## src/cct_pkg.sv

```systemverilog
package cct_pkg;

    // Default configuration
    localparam int BIN_COUNT_DEF    = 30;
    localparam int CORDIC_STEPS_DEF = 16;

    // Fixed-point constants
    localparam int ATAB_LEN      = 24;
    localparam int INV_GAIN_Q16  = 39797;
    localparam int RADIUS_MIN_Q4 = 56;

    // Datapath widths
    localparam int CORD_W  = 22;   // CORDIC x/y, Q8 pixels, with gain headroom
    localparam int Z_W     = 18;   // angle, 65536 units per turn
    localparam int THETA_W = 17;   // non-negative angle from +y
    localparam int XMAG_W  = CORD_W - 1;
    localparam int GAIN_W  = 16;
    localparam int PROD_W  = XMAG_W + GAIN_W;
    localparam int DIST_W  = PROD_W - 20;
    localparam int TERM_W  = 18;
    localparam int ACC_W   = 32;

    // Queue between front and back
    localparam int QUEUE_DEPTH = 4;

    localparam logic signed [Z_W-1:0] Z_HALF = 18'sd32768;

    typedef struct packed {
        logic [9:0]  point_x;
        logic [9:0]  point_y;
        logic [9:0]  center_x;
        logic [9:0]  center_y;
        logic [14:0] radius_q4;
        logic        last_point;
    } cct_in_t;

    typedef struct packed {
        logic             is_circle;
        logic             deviation_valid;
        logic [ACC_W-1:0] deviation_sum;
        logic             full_coverage;
    } cct_out_t;

    // Pre-rotated vector waiting for the CORDIC unit
    typedef struct packed {
        logic signed [10:0]    x0;
        logic signed [10:0]    y0;
        logic signed [Z_W-1:0] z0;
        logic [14:0]           radius_q4;
        logic                  last_point;
    } cct_work_t;

    typedef struct packed {
        logic      valid;
        cct_work_t data;
    } cct_push_t;

    typedef struct packed {
        logic full;
        logic empty;
    } cct_qstat_t;

    typedef enum logic [2:0] {
        S_IDLE,
        S_ITER,
        S_MULT,
        S_DIST,
        S_ACCUM,
        S_VERDICT
    } cct_state_t;

    // Arctangent table, 65536 units per turn
    function automatic logic [13:0] atab(input logic [4:0] idx);
        logic [13:0] val;
        case (idx)
            5'd0:    val = 14'd8192;
            5'd1:    val = 14'd4836;
            5'd2:    val = 14'd2555;
            5'd3:    val = 14'd1297;
            5'd4:    val = 14'd651;
            5'd5:    val = 14'd326;
            5'd6:    val = 14'd163;
            5'd7:    val = 14'd81;
            5'd8:    val = 14'd41;
            5'd9:    val = 14'd20;
            5'd10:   val = 14'd10;
            5'd11:   val = 14'd5;
            5'd12:   val = 14'd3;
            5'd13:   val = 14'd1;
            5'd14:   val = 14'd1;
            default: val = 14'd0;
        endcase
        return val;
    endfunction

endpackage

```

## src/cct_back.sv

```systemverilog
module cct_back #(
    parameter int BIN_COUNT    = cct_pkg::BIN_COUNT_DEF,
    parameter int CORDIC_STEPS = cct_pkg::CORDIC_STEPS_DEF
) (
    input  logic                aclk,
    input  logic                aresetn,
    input  cct_pkg::cct_qstat_t q_stat,
    input  cct_pkg::cct_work_t  head,
    output logic                pop,
    output logic                m_valid,
    input  logic                m_ready,
    output cct_pkg::cct_out_t   m_data
);

    localparam int STEP_W = $clog2(CORDIC_STEPS);
    localparam int BIN_W  = $clog2(BIN_COUNT);
    localparam int BP_W   = cct_pkg::THETA_W + $clog2(BIN_COUNT + 1);
    localparam int BR_W   = BP_W - 16;
    localparam int CW     = cct_pkg::CORD_W;
    localparam int ZW     = cct_pkg::Z_W;
    localparam int AW     = cct_pkg::ACC_W;

    cct_pkg::cct_state_t              state_reg, state_next;
    logic [STEP_W-1:0]                cnt_reg, cnt_next;
    logic signed [CW-1:0]             x_reg, x_next;
    logic signed [CW-1:0]             y_reg, y_next;
    logic signed [ZW-1:0]             z_reg, z_next;
    logic [14:0]                      r_reg, r_next;
    logic                             last_reg, last_next;
    logic [cct_pkg::PROD_W-1:0]       prod_reg, prod_next;
    logic [cct_pkg::TERM_W-1:0]       term_reg, term_next;
    logic [AW-1:0]                    acc_reg, acc_next;
    logic [BIN_COUNT-1:0]             bins_reg, bins_next;
    logic                             m_valid_reg, m_valid_next;
    cct_pkg::cct_out_t                m_data_reg, m_data_next;

    logic signed [CW-1:0]             xs, ys;
    logic signed [ZW-1:0]             ang;
    logic signed [ZW:0]               theta_s;
    logic [cct_pkg::THETA_W-1:0]      theta_u;
    logic [BP_W-1:0]                  bin_prod;
    logic [BR_W-1:0]                  bin_raw;
    logic [BIN_W-1:0]                 bin_idx;
    logic [cct_pkg::XMAG_W-1:0]       xmag;
    logic [cct_pkg::GAIN_W-1:0]       gain;
    logic [cct_pkg::PROD_W-1:0]       prod;
    logic [cct_pkg::PROD_W-1:0]       rounded;
    logic [cct_pkg::DIST_W-1:0]       dist_q4;
    logic [AW:0]                      sum_wide;
    logic [AW+2:0]                    s_x5;
    logic [AW+4:0]                    s_x25;
    logic                             loose, tight, big, bins_full, out_free;

    // CORDIC step: floor shifts and table angle
    assign xs  = x_reg >>> cnt_reg;
    assign ys  = y_reg >>> cnt_reg;
    assign ang = $signed({{(ZW - 14){1'b0}}, cct_pkg::atab(5'(cnt_reg))});

    // Angle from +y to bin index, clamp the full-turn case
    assign theta_s  = (ZW + 1)'(z_reg) + (ZW + 1)'(cct_pkg::Z_HALF);
    assign theta_u  = theta_s[ZW] ? '0 : theta_s[cct_pkg::THETA_W-1:0];
    assign bin_prod = BP_W'(theta_u) * BP_W'(BIN_COUNT);
    assign bin_raw  = bin_prod[BP_W-1:16];
    assign bin_idx  = (bin_raw >= BR_W'(BIN_COUNT - 1)) ? BIN_W'(BIN_COUNT - 1)
                                                         : BIN_W'(bin_raw);

    // Magnitude times inverse gain
    assign xmag = x_reg[CW-1] ? '0 : x_reg[cct_pkg::XMAG_W-1:0];
    assign gain = cct_pkg::GAIN_W'(cct_pkg::INV_GAIN_Q16);
    assign prod = xmag * gain;

    // Round the distance to Q4
    assign rounded = prod_reg + cct_pkg::PROD_W'(1 << 19);
    assign dist_q4 = rounded[cct_pkg::PROD_W-1:20];

    // Saturating sum
    assign sum_wide = {1'b0, acc_reg} + (AW + 1)'(term_reg);

    // Verdict tests
    assign s_x5      = (AW + 3)'(acc_reg) * (AW + 3)'(5);
    assign s_x25     = (AW + 5)'(acc_reg) * (AW + 5)'(25);
    assign loose     = s_x5  < ((AW + 3)'(r_reg) * (AW + 3)'(628));
    assign tight     = s_x25 < ((AW + 5)'(r_reg) * (AW + 5)'(1256));
    assign big       = r_reg > 15'(cct_pkg::RADIUS_MIN_Q4);
    assign bins_full = &bins_reg;

    assign out_free = !m_valid_reg || m_ready;

    // Sequence one point through the shared CORDIC unit
    always_comb begin
        state_next   = state_reg;
        cnt_next     = cnt_reg;
        x_next       = x_reg;
        y_next       = y_reg;
        z_next       = z_reg;
        r_next       = r_reg;
        last_next    = last_reg;
        prod_next    = prod_reg;
        term_next    = term_reg;
        acc_next     = acc_reg;
        bins_next    = bins_reg;
        m_data_next  = m_data_reg;
        m_valid_next = m_valid_reg && !m_ready;
        pop          = 1'b0;

        case (state_reg)
            cct_pkg::S_IDLE: begin
                if (!q_stat.empty) begin
                    pop        = 1'b1;
                    x_next     = {{(CW - 19){head.x0[10]}}, head.x0, 8'b0};
                    y_next     = {{(CW - 19){head.y0[10]}}, head.y0, 8'b0};
                    z_next     = head.z0;
                    r_next     = head.radius_q4;
                    last_next  = head.last_point;
                    cnt_next   = '0;
                    state_next = cct_pkg::S_ITER;
                end
            end
            cct_pkg::S_ITER: begin
                if (!y_reg[CW-1]) begin
                    x_next = x_reg + ys;
                    y_next = y_reg - xs;
                    z_next = z_reg + ang;
                end else begin
                    x_next = x_reg - ys;
                    y_next = y_reg + xs;
                    z_next = z_reg - ang;
                end
                cnt_next = cnt_reg + 1'b1;
                if (cnt_reg == STEP_W'(CORDIC_STEPS - 1)) begin
                    state_next = cct_pkg::S_MULT;
                end
            end
            cct_pkg::S_MULT: begin
                prod_next          = prod;
                bins_next[bin_idx] = 1'b1;
                state_next         = cct_pkg::S_DIST;
            end
            cct_pkg::S_DIST: begin
                if (cct_pkg::TERM_W'(dist_q4) <= cct_pkg::TERM_W'(r_reg)) begin
                    term_next = cct_pkg::TERM_W'(r_reg) - cct_pkg::TERM_W'(dist_q4);
                end else begin
                    term_next = cct_pkg::TERM_W'(r_reg) + cct_pkg::TERM_W'(dist_q4);
                end
                state_next = cct_pkg::S_ACCUM;
            end
            cct_pkg::S_ACCUM: begin
                acc_next   = sum_wide[AW] ? '1 : sum_wide[AW-1:0];
                state_next = last_reg ? cct_pkg::S_VERDICT : cct_pkg::S_IDLE;
            end
            cct_pkg::S_VERDICT: begin
                if (out_free) begin
                    m_data_next.is_circle       = big && bins_full && loose && tight;
                    m_data_next.deviation_valid = loose;
                    m_data_next.deviation_sum   = acc_reg;
                    m_data_next.full_coverage   = bins_full;
                    m_valid_next                = 1'b1;
                    acc_next                    = '0;
                    bins_next                   = '0;
                    state_next                  = cct_pkg::S_IDLE;
                end
            end
            default: begin
                state_next = cct_pkg::S_IDLE;
            end
        endcase
    end

    // Hold control state
    always_ff @(posedge aclk) begin
        if (!aresetn) begin
            state_reg   <= cct_pkg::S_IDLE;
            cnt_reg     <= '0;
            acc_reg     <= '0;
            bins_reg    <= '0;
            m_valid_reg <= 1'b0;
        end else begin
            state_reg   <= state_next;
            cnt_reg     <= cnt_next;
            acc_reg     <= acc_next;
            bins_reg    <= bins_next;
            m_valid_reg <= m_valid_next;
        end
    end

    // Hold datapath
    always_ff @(posedge aclk) begin
        x_reg      <= x_next;
        y_reg      <= y_next;
        z_reg      <= z_next;
        r_reg      <= r_next;
        last_reg   <= last_next;
        prod_reg   <= prod_next;
        term_reg   <= term_next;
        m_data_reg <= m_data_next;
    end

    assign m_valid = m_valid_reg;
    assign m_data  = m_data_reg;

    a_verdict_clears: assert property (@(posedge aclk) disable iff (!aresetn)
        (state_reg == cct_pkg::S_VERDICT && out_free)
            |=> (acc_reg == '0 && bins_reg == '0 && m_valid_reg))
        else $error("verdict did not clear the contour state");

    a_result_from_verdict: assert property (@(posedge aclk) disable iff (!aresetn)
        $rose(m_valid_reg) |-> $past(state_reg) == cct_pkg::S_VERDICT)
        else $error("result raised outside the verdict step");

    a_full_pass: assert property (@(posedge aclk) disable iff (!aresetn)
        (state_reg == cct_pkg::S_MULT) |->
            ($past(state_reg) == cct_pkg::S_ITER
             && $past(cnt_reg) == STEP_W'(CORDIC_STEPS - 1)))
        else $error("CORDIC pass ended early");

    a_pop_loads: assert property (@(posedge aclk) disable iff (!aresetn)
        pop |=> (state_reg == cct_pkg::S_ITER && cnt_reg == '0))
        else $error("popped item did not start a CORDIC pass");

endmodule

```

## config.mk

```make
export PLATFORM = sky130hd
export DESIGN_NAME = cct_back
export DESIGN_NICKNAME = d
export VERILOG_FILES = /design/src/cct_pkg.sv /design/src/cct_back.sv
export SDC_FILE = /design/constraint.sdc
export NUM_CORES = 2
export LEC_CHECK = 0
export BUFFER_PORTS_ARGS = -buffer_cell sky130_fd_sc_hd__buf_2
export CAP_MARGIN = 25
export CORE_ASPECT_RATIO = 0.75
export CORE_MARGIN = 1
export CORE_UTILIZATION = 45
export DETAILED_ROUTE_END_ITERATION = 7
export SLEW_MARGIN = 25
export SYNTH_ARGS = -nofsm -noshare
export SYNTH_HDL_FRONTEND = slang
export SYNTH_SLANG_ARGS = --single-unit
export TNS_END_PERCENT = 50
```

## constraint.sdc

```tcl
create_clock -name aclk -period 6.8 [get_ports aclk]
set_clock_uncertainty 0.05 [all_clocks]
set_input_delay 0.68 -clock aclk [delete_from_list [all_inputs] [get_ports aclk]]
set_output_delay 0.68 -clock aclk [all_outputs]
set_load 0.01 [all_outputs]
```

==> impl_metrics.toml <==
[clock_tree]
cts_buffer_depth = 3
cts_tree = "done"
hold_buffers = 0
cts_made_buffers = 29
clk_latency_ns = 0.61
cts_root_buf = "clkbuf_16"
htree_levels = 1
cts.sinks = 233
cts.clk_slew.worst_paths_ns = 0.06

[setup_path]
reg2reg_depth = 26
worst-setup-path-type = "reg2reg"
cp-end-kind = "flip-flop"
required_ns = 7.18
startpoint_type = "flip-flop"
crit_cells = 26
cpPeakStageDelay_ns = 0.54
cp.arrival_ns = 7.02
cpMostUsedCell = "ha_1"
crit_fanout = 5
crit_buf_inv = 4
slowest_stage = "or4_1"
cp_top_family = "adder cells"

[detailed_routing]
viasPerCell = 5.44
initialDrtViolationCount = 1832
route.detailed.drc = 0
firstDrtPassIters = 6
drt.antenna.violating_nets = 0
routed_wl_um = 83900
vias = 26683
avgRoutedWirePerCell_um = 17.1

[placed_design]
placed_area_mm2 = 0.0360
port_buffers = 96
pre_cts_ws_ns = -0.158
dpl.hpwl_um = 68400
place_congestion = 0.884

[die]
die_area_mm2 = 0.0758
die_x_um = 318
ios = 98
core_area_mm2 = 0.0737
die_h_um = 239
initial_core_util_pct = 45.6
rows = 86

[min_path]
hold_path.class = "in2reg"
holdPathStages = 1

[synth]
synthesis.area_mm2 = 0.0336
synth-seq-cells = 233
synth_edf_count = 149
synthArstFlopShare_pct = 0
synth_cells = 3735
syn-num-nets = 4592
yosysWarningCount = 0
synth_seq_area_share_pct = 18.3
synth-main-ff-cell = "edfxtp_1"
avgSynthCellArea_um2 = 9.00
ys_types = 89

[timing]
timing.final.ws_setup_ns = 0.159
tightest_slew_ns = 0.957
rsz0062_at_grt = "yes"
finalSetupViolCount = 0
clock.fmax_mhz = 151
slew_viol_final = 0
whs_ns = 0.204
period_share_pct = 97.7
period_needed_ns = 6.64
maxSlewHeadroom_pct = 36.1
timing.final.hold_violations = 0

[layout]
largest_reg_flops = 35
drive_above_1_share_pct = 11.0
nets = 4772
n_antenna_cell = 0
syn2layout_area_growth_pct = 11.4
fin_area_mm2 = 0.0374

[global_route]
gr-total-overflow = 0
grt_max_degree = 69
grt_pass1_wl_um = 134000
grt_pass1_vias = 24803
antenna_found_initial = 0
grtUsageTotal_pct = 21.9

[run_status]
status = "finished, final reports clean"

[job]
cap_violations = 0
## path summary, 6_finish.rpt
kind                                    end                       from  slack, ns
setup / recovery       m_data[34]$_DFFE_PP_         r_reg[3]$_DFFE_PP_       0.16
hold reg to reg   bins_reg[26]$_SDFFE_PN0P_  bins_reg[26]$_SDFFE_PN0P_       0.40
hold / removal           r_reg[1]$_DFFE_PP_                    head[2]       0.20
setup reg to reg       m_data[34]$_DFFE_PP_         r_reg[3]$_DFFE_PP_       0.16
## routing by layer
metal | global-route usage [%] | vias to the layer above | part of all wire (%)
met5 | 0 | - | 0
met1 | 35.5 | 12680 | 54
met3 | 2.30 | 43 | 4.8
met4 | 2.68 | 0 | 1.0
li1 | - | 13407 | -
met2 | 31.3 | 553 | 40
## kinds of logic (layout without fill, tap and decap cells)
kind of cell,count (synthesis),in the layout,synth area share [%]
buffers and inverters,668,871,7.60
flip-flops,233,233,18.3
AND/OR/NAND/NOR,868,868,12.4
AO/OA/AOI/OAI,811,811,15.3
multiplexers,121,121,5.36
adder cells (fa/ha/maj),799,799,34.9
XOR/XNOR,235,235,6.13
## repair_timing
item | in CTS | in global routing
resized for setup | 7 | 36
buffers inserted | 3 | 24
endpoints found under the hold margin | 0 | 0
pin swaps | 4 | 30
setup endpoints to repair | 3 | 9
## cells in the mapped netlist (10+ instances only)
| cell | n | area share, % |
|---|---|---|
| a31oi_1 | 36 | 0.67 |
| and2_1 | 21 | 0.39 |
| a311oi_1 | 20 | 0.52 |
| o21a_1 | 35 | 0.78 |
| nand4_1 | 26 | 0.48 |
| clkbuf_1 | 66 | 0.74 |
| o21ai_0 | 213 | 3.2 |
| edfxtp_1 | 149 | 13 |
| ha_1 | 563 | 21 |
| inv_1 | 570 | 6.4 |
| nor3_1 | 61 | 0.91 |
| a211o_1 | 11 | 0.29 |
| or3_1 | 20 | 0.37 |
| mux2_2 | 24 | 0.80 |
| xnor2_1 | 140 | 3.6 |
| nor4_1 | 17 | 0.32 |
| buf_2 | 15 | 0.22 |
| nand2_1 | 260 | 2.9 |
| a21o_1 | 70 | 1.6 |
| buf_1 | 10 | 0.11 |
| o21bai_1 | 20 | 0.45 |
| nor2b_1 | 51 | 0.95 |
| o211ai_1 | 17 | 0.38 |
| nand2b_1 | 34 | 0.63 |
| mux4_2 | 37 | 2.5 |
| nand3_1 | 73 | 1.1 |
| a211oi_1 | 25 | 0.56 |
| fa_1 | 233 | 14 |
| o31ai_1 | 29 | 0.65 |
| xor2_1 | 95 | 2.5 |
| a21oi_1 | 230 | 3.4 |
| dfxtp_1 | 84 | 5.0 |
| mux2i_1 | 54 | 1.6 |
| and3_1 | 39 | 0.73 |
| nor2_1 | 216 | 2.4 |
## metrics by stage
| step | TNS [ns] | util, % | instances |
|---|---|---|---|
| 2_1_floorplan | 0 | - | 3735 |
| 3_3_place_gp | -0.0986 | 48.8 | 4826 |
| 3_5_place_dp | -0.158 | 48.8 | 4826 |
| 4_1_cts | -0.00887 | 50.3 | 4883 |
| 5_1_grt | -0.0857 | 50.8 | 4906 |
| 6_report | 0 | 50.8 | 4906 |
## layout by cell type (no fill, tap or decap), types with 15 or more instances in the layout
| master | Yosys | layout |
|---|---|---|
| o31ai_1 | 29 | 29 |
| a311oi_1 | 20 | 20 |
| nor2_1 | 216 | 214 |
| ha_1 | 563 | 557 |
| mux4_2 | 37 | 37 |
| xnor2_1 | 140 | 139 |
| xor2_1 | 95 | 95 |
| nand2b_1 | 34 | 34 |
| nor3_1 | 61 | 61 |
| fa_1 | 233 | 231 |
| and3_1 | 39 | 38 |
| buf_4 | 2 | 141 |
| a211oi_1 | 25 | 24 |
| nor2b_1 | 51 | 38 |
| a21oi_1 | 230 | 225 |
| o21ai_0 | 213 | 207 |
| a31oi_1 | 36 | 36 |
| o211ai_1 | 17 | 17 |
| o21a_1 | 35 | 35 |
| or3_1 | 20 | 20 |
| nand3_1 | 73 | 72 |
| and2_1 | 21 | 21 |
| inv_1 | 570 | 567 |
| a21o_1 | 70 | 70 |
| dfxtp_1 | 84 | 81 |
| nand4_1 | 26 | 26 |
| edfxtp_1 | 149 | 149 |
| nor4_1 | 17 | 15 |
| mux2_2 | 24 | 24 |
| clkbuf_16 | 0 | 29 |
| o21bai_1 | 20 | 20 |
| mux2i_1 | 54 | 54 |
| buf_2 | 15 | 96 |
| nand2_1 | 260 | 259 |
## layout make-up
class | count | area, um^2
timing repair buffer | 246 | 1690
fill | 6929 | 36300
multi-input combinational | 2834 | 25200
tap | 968 | 1210
sequential | 233 | 6160
inverter | 571 | 2140
clock buffer | 32 | 757
clock inverter | 22 | 285
Power is left out: the tool's default activity adds up to more than one toggle a clock period on the data nets, which glitch-free logic cannot reach.
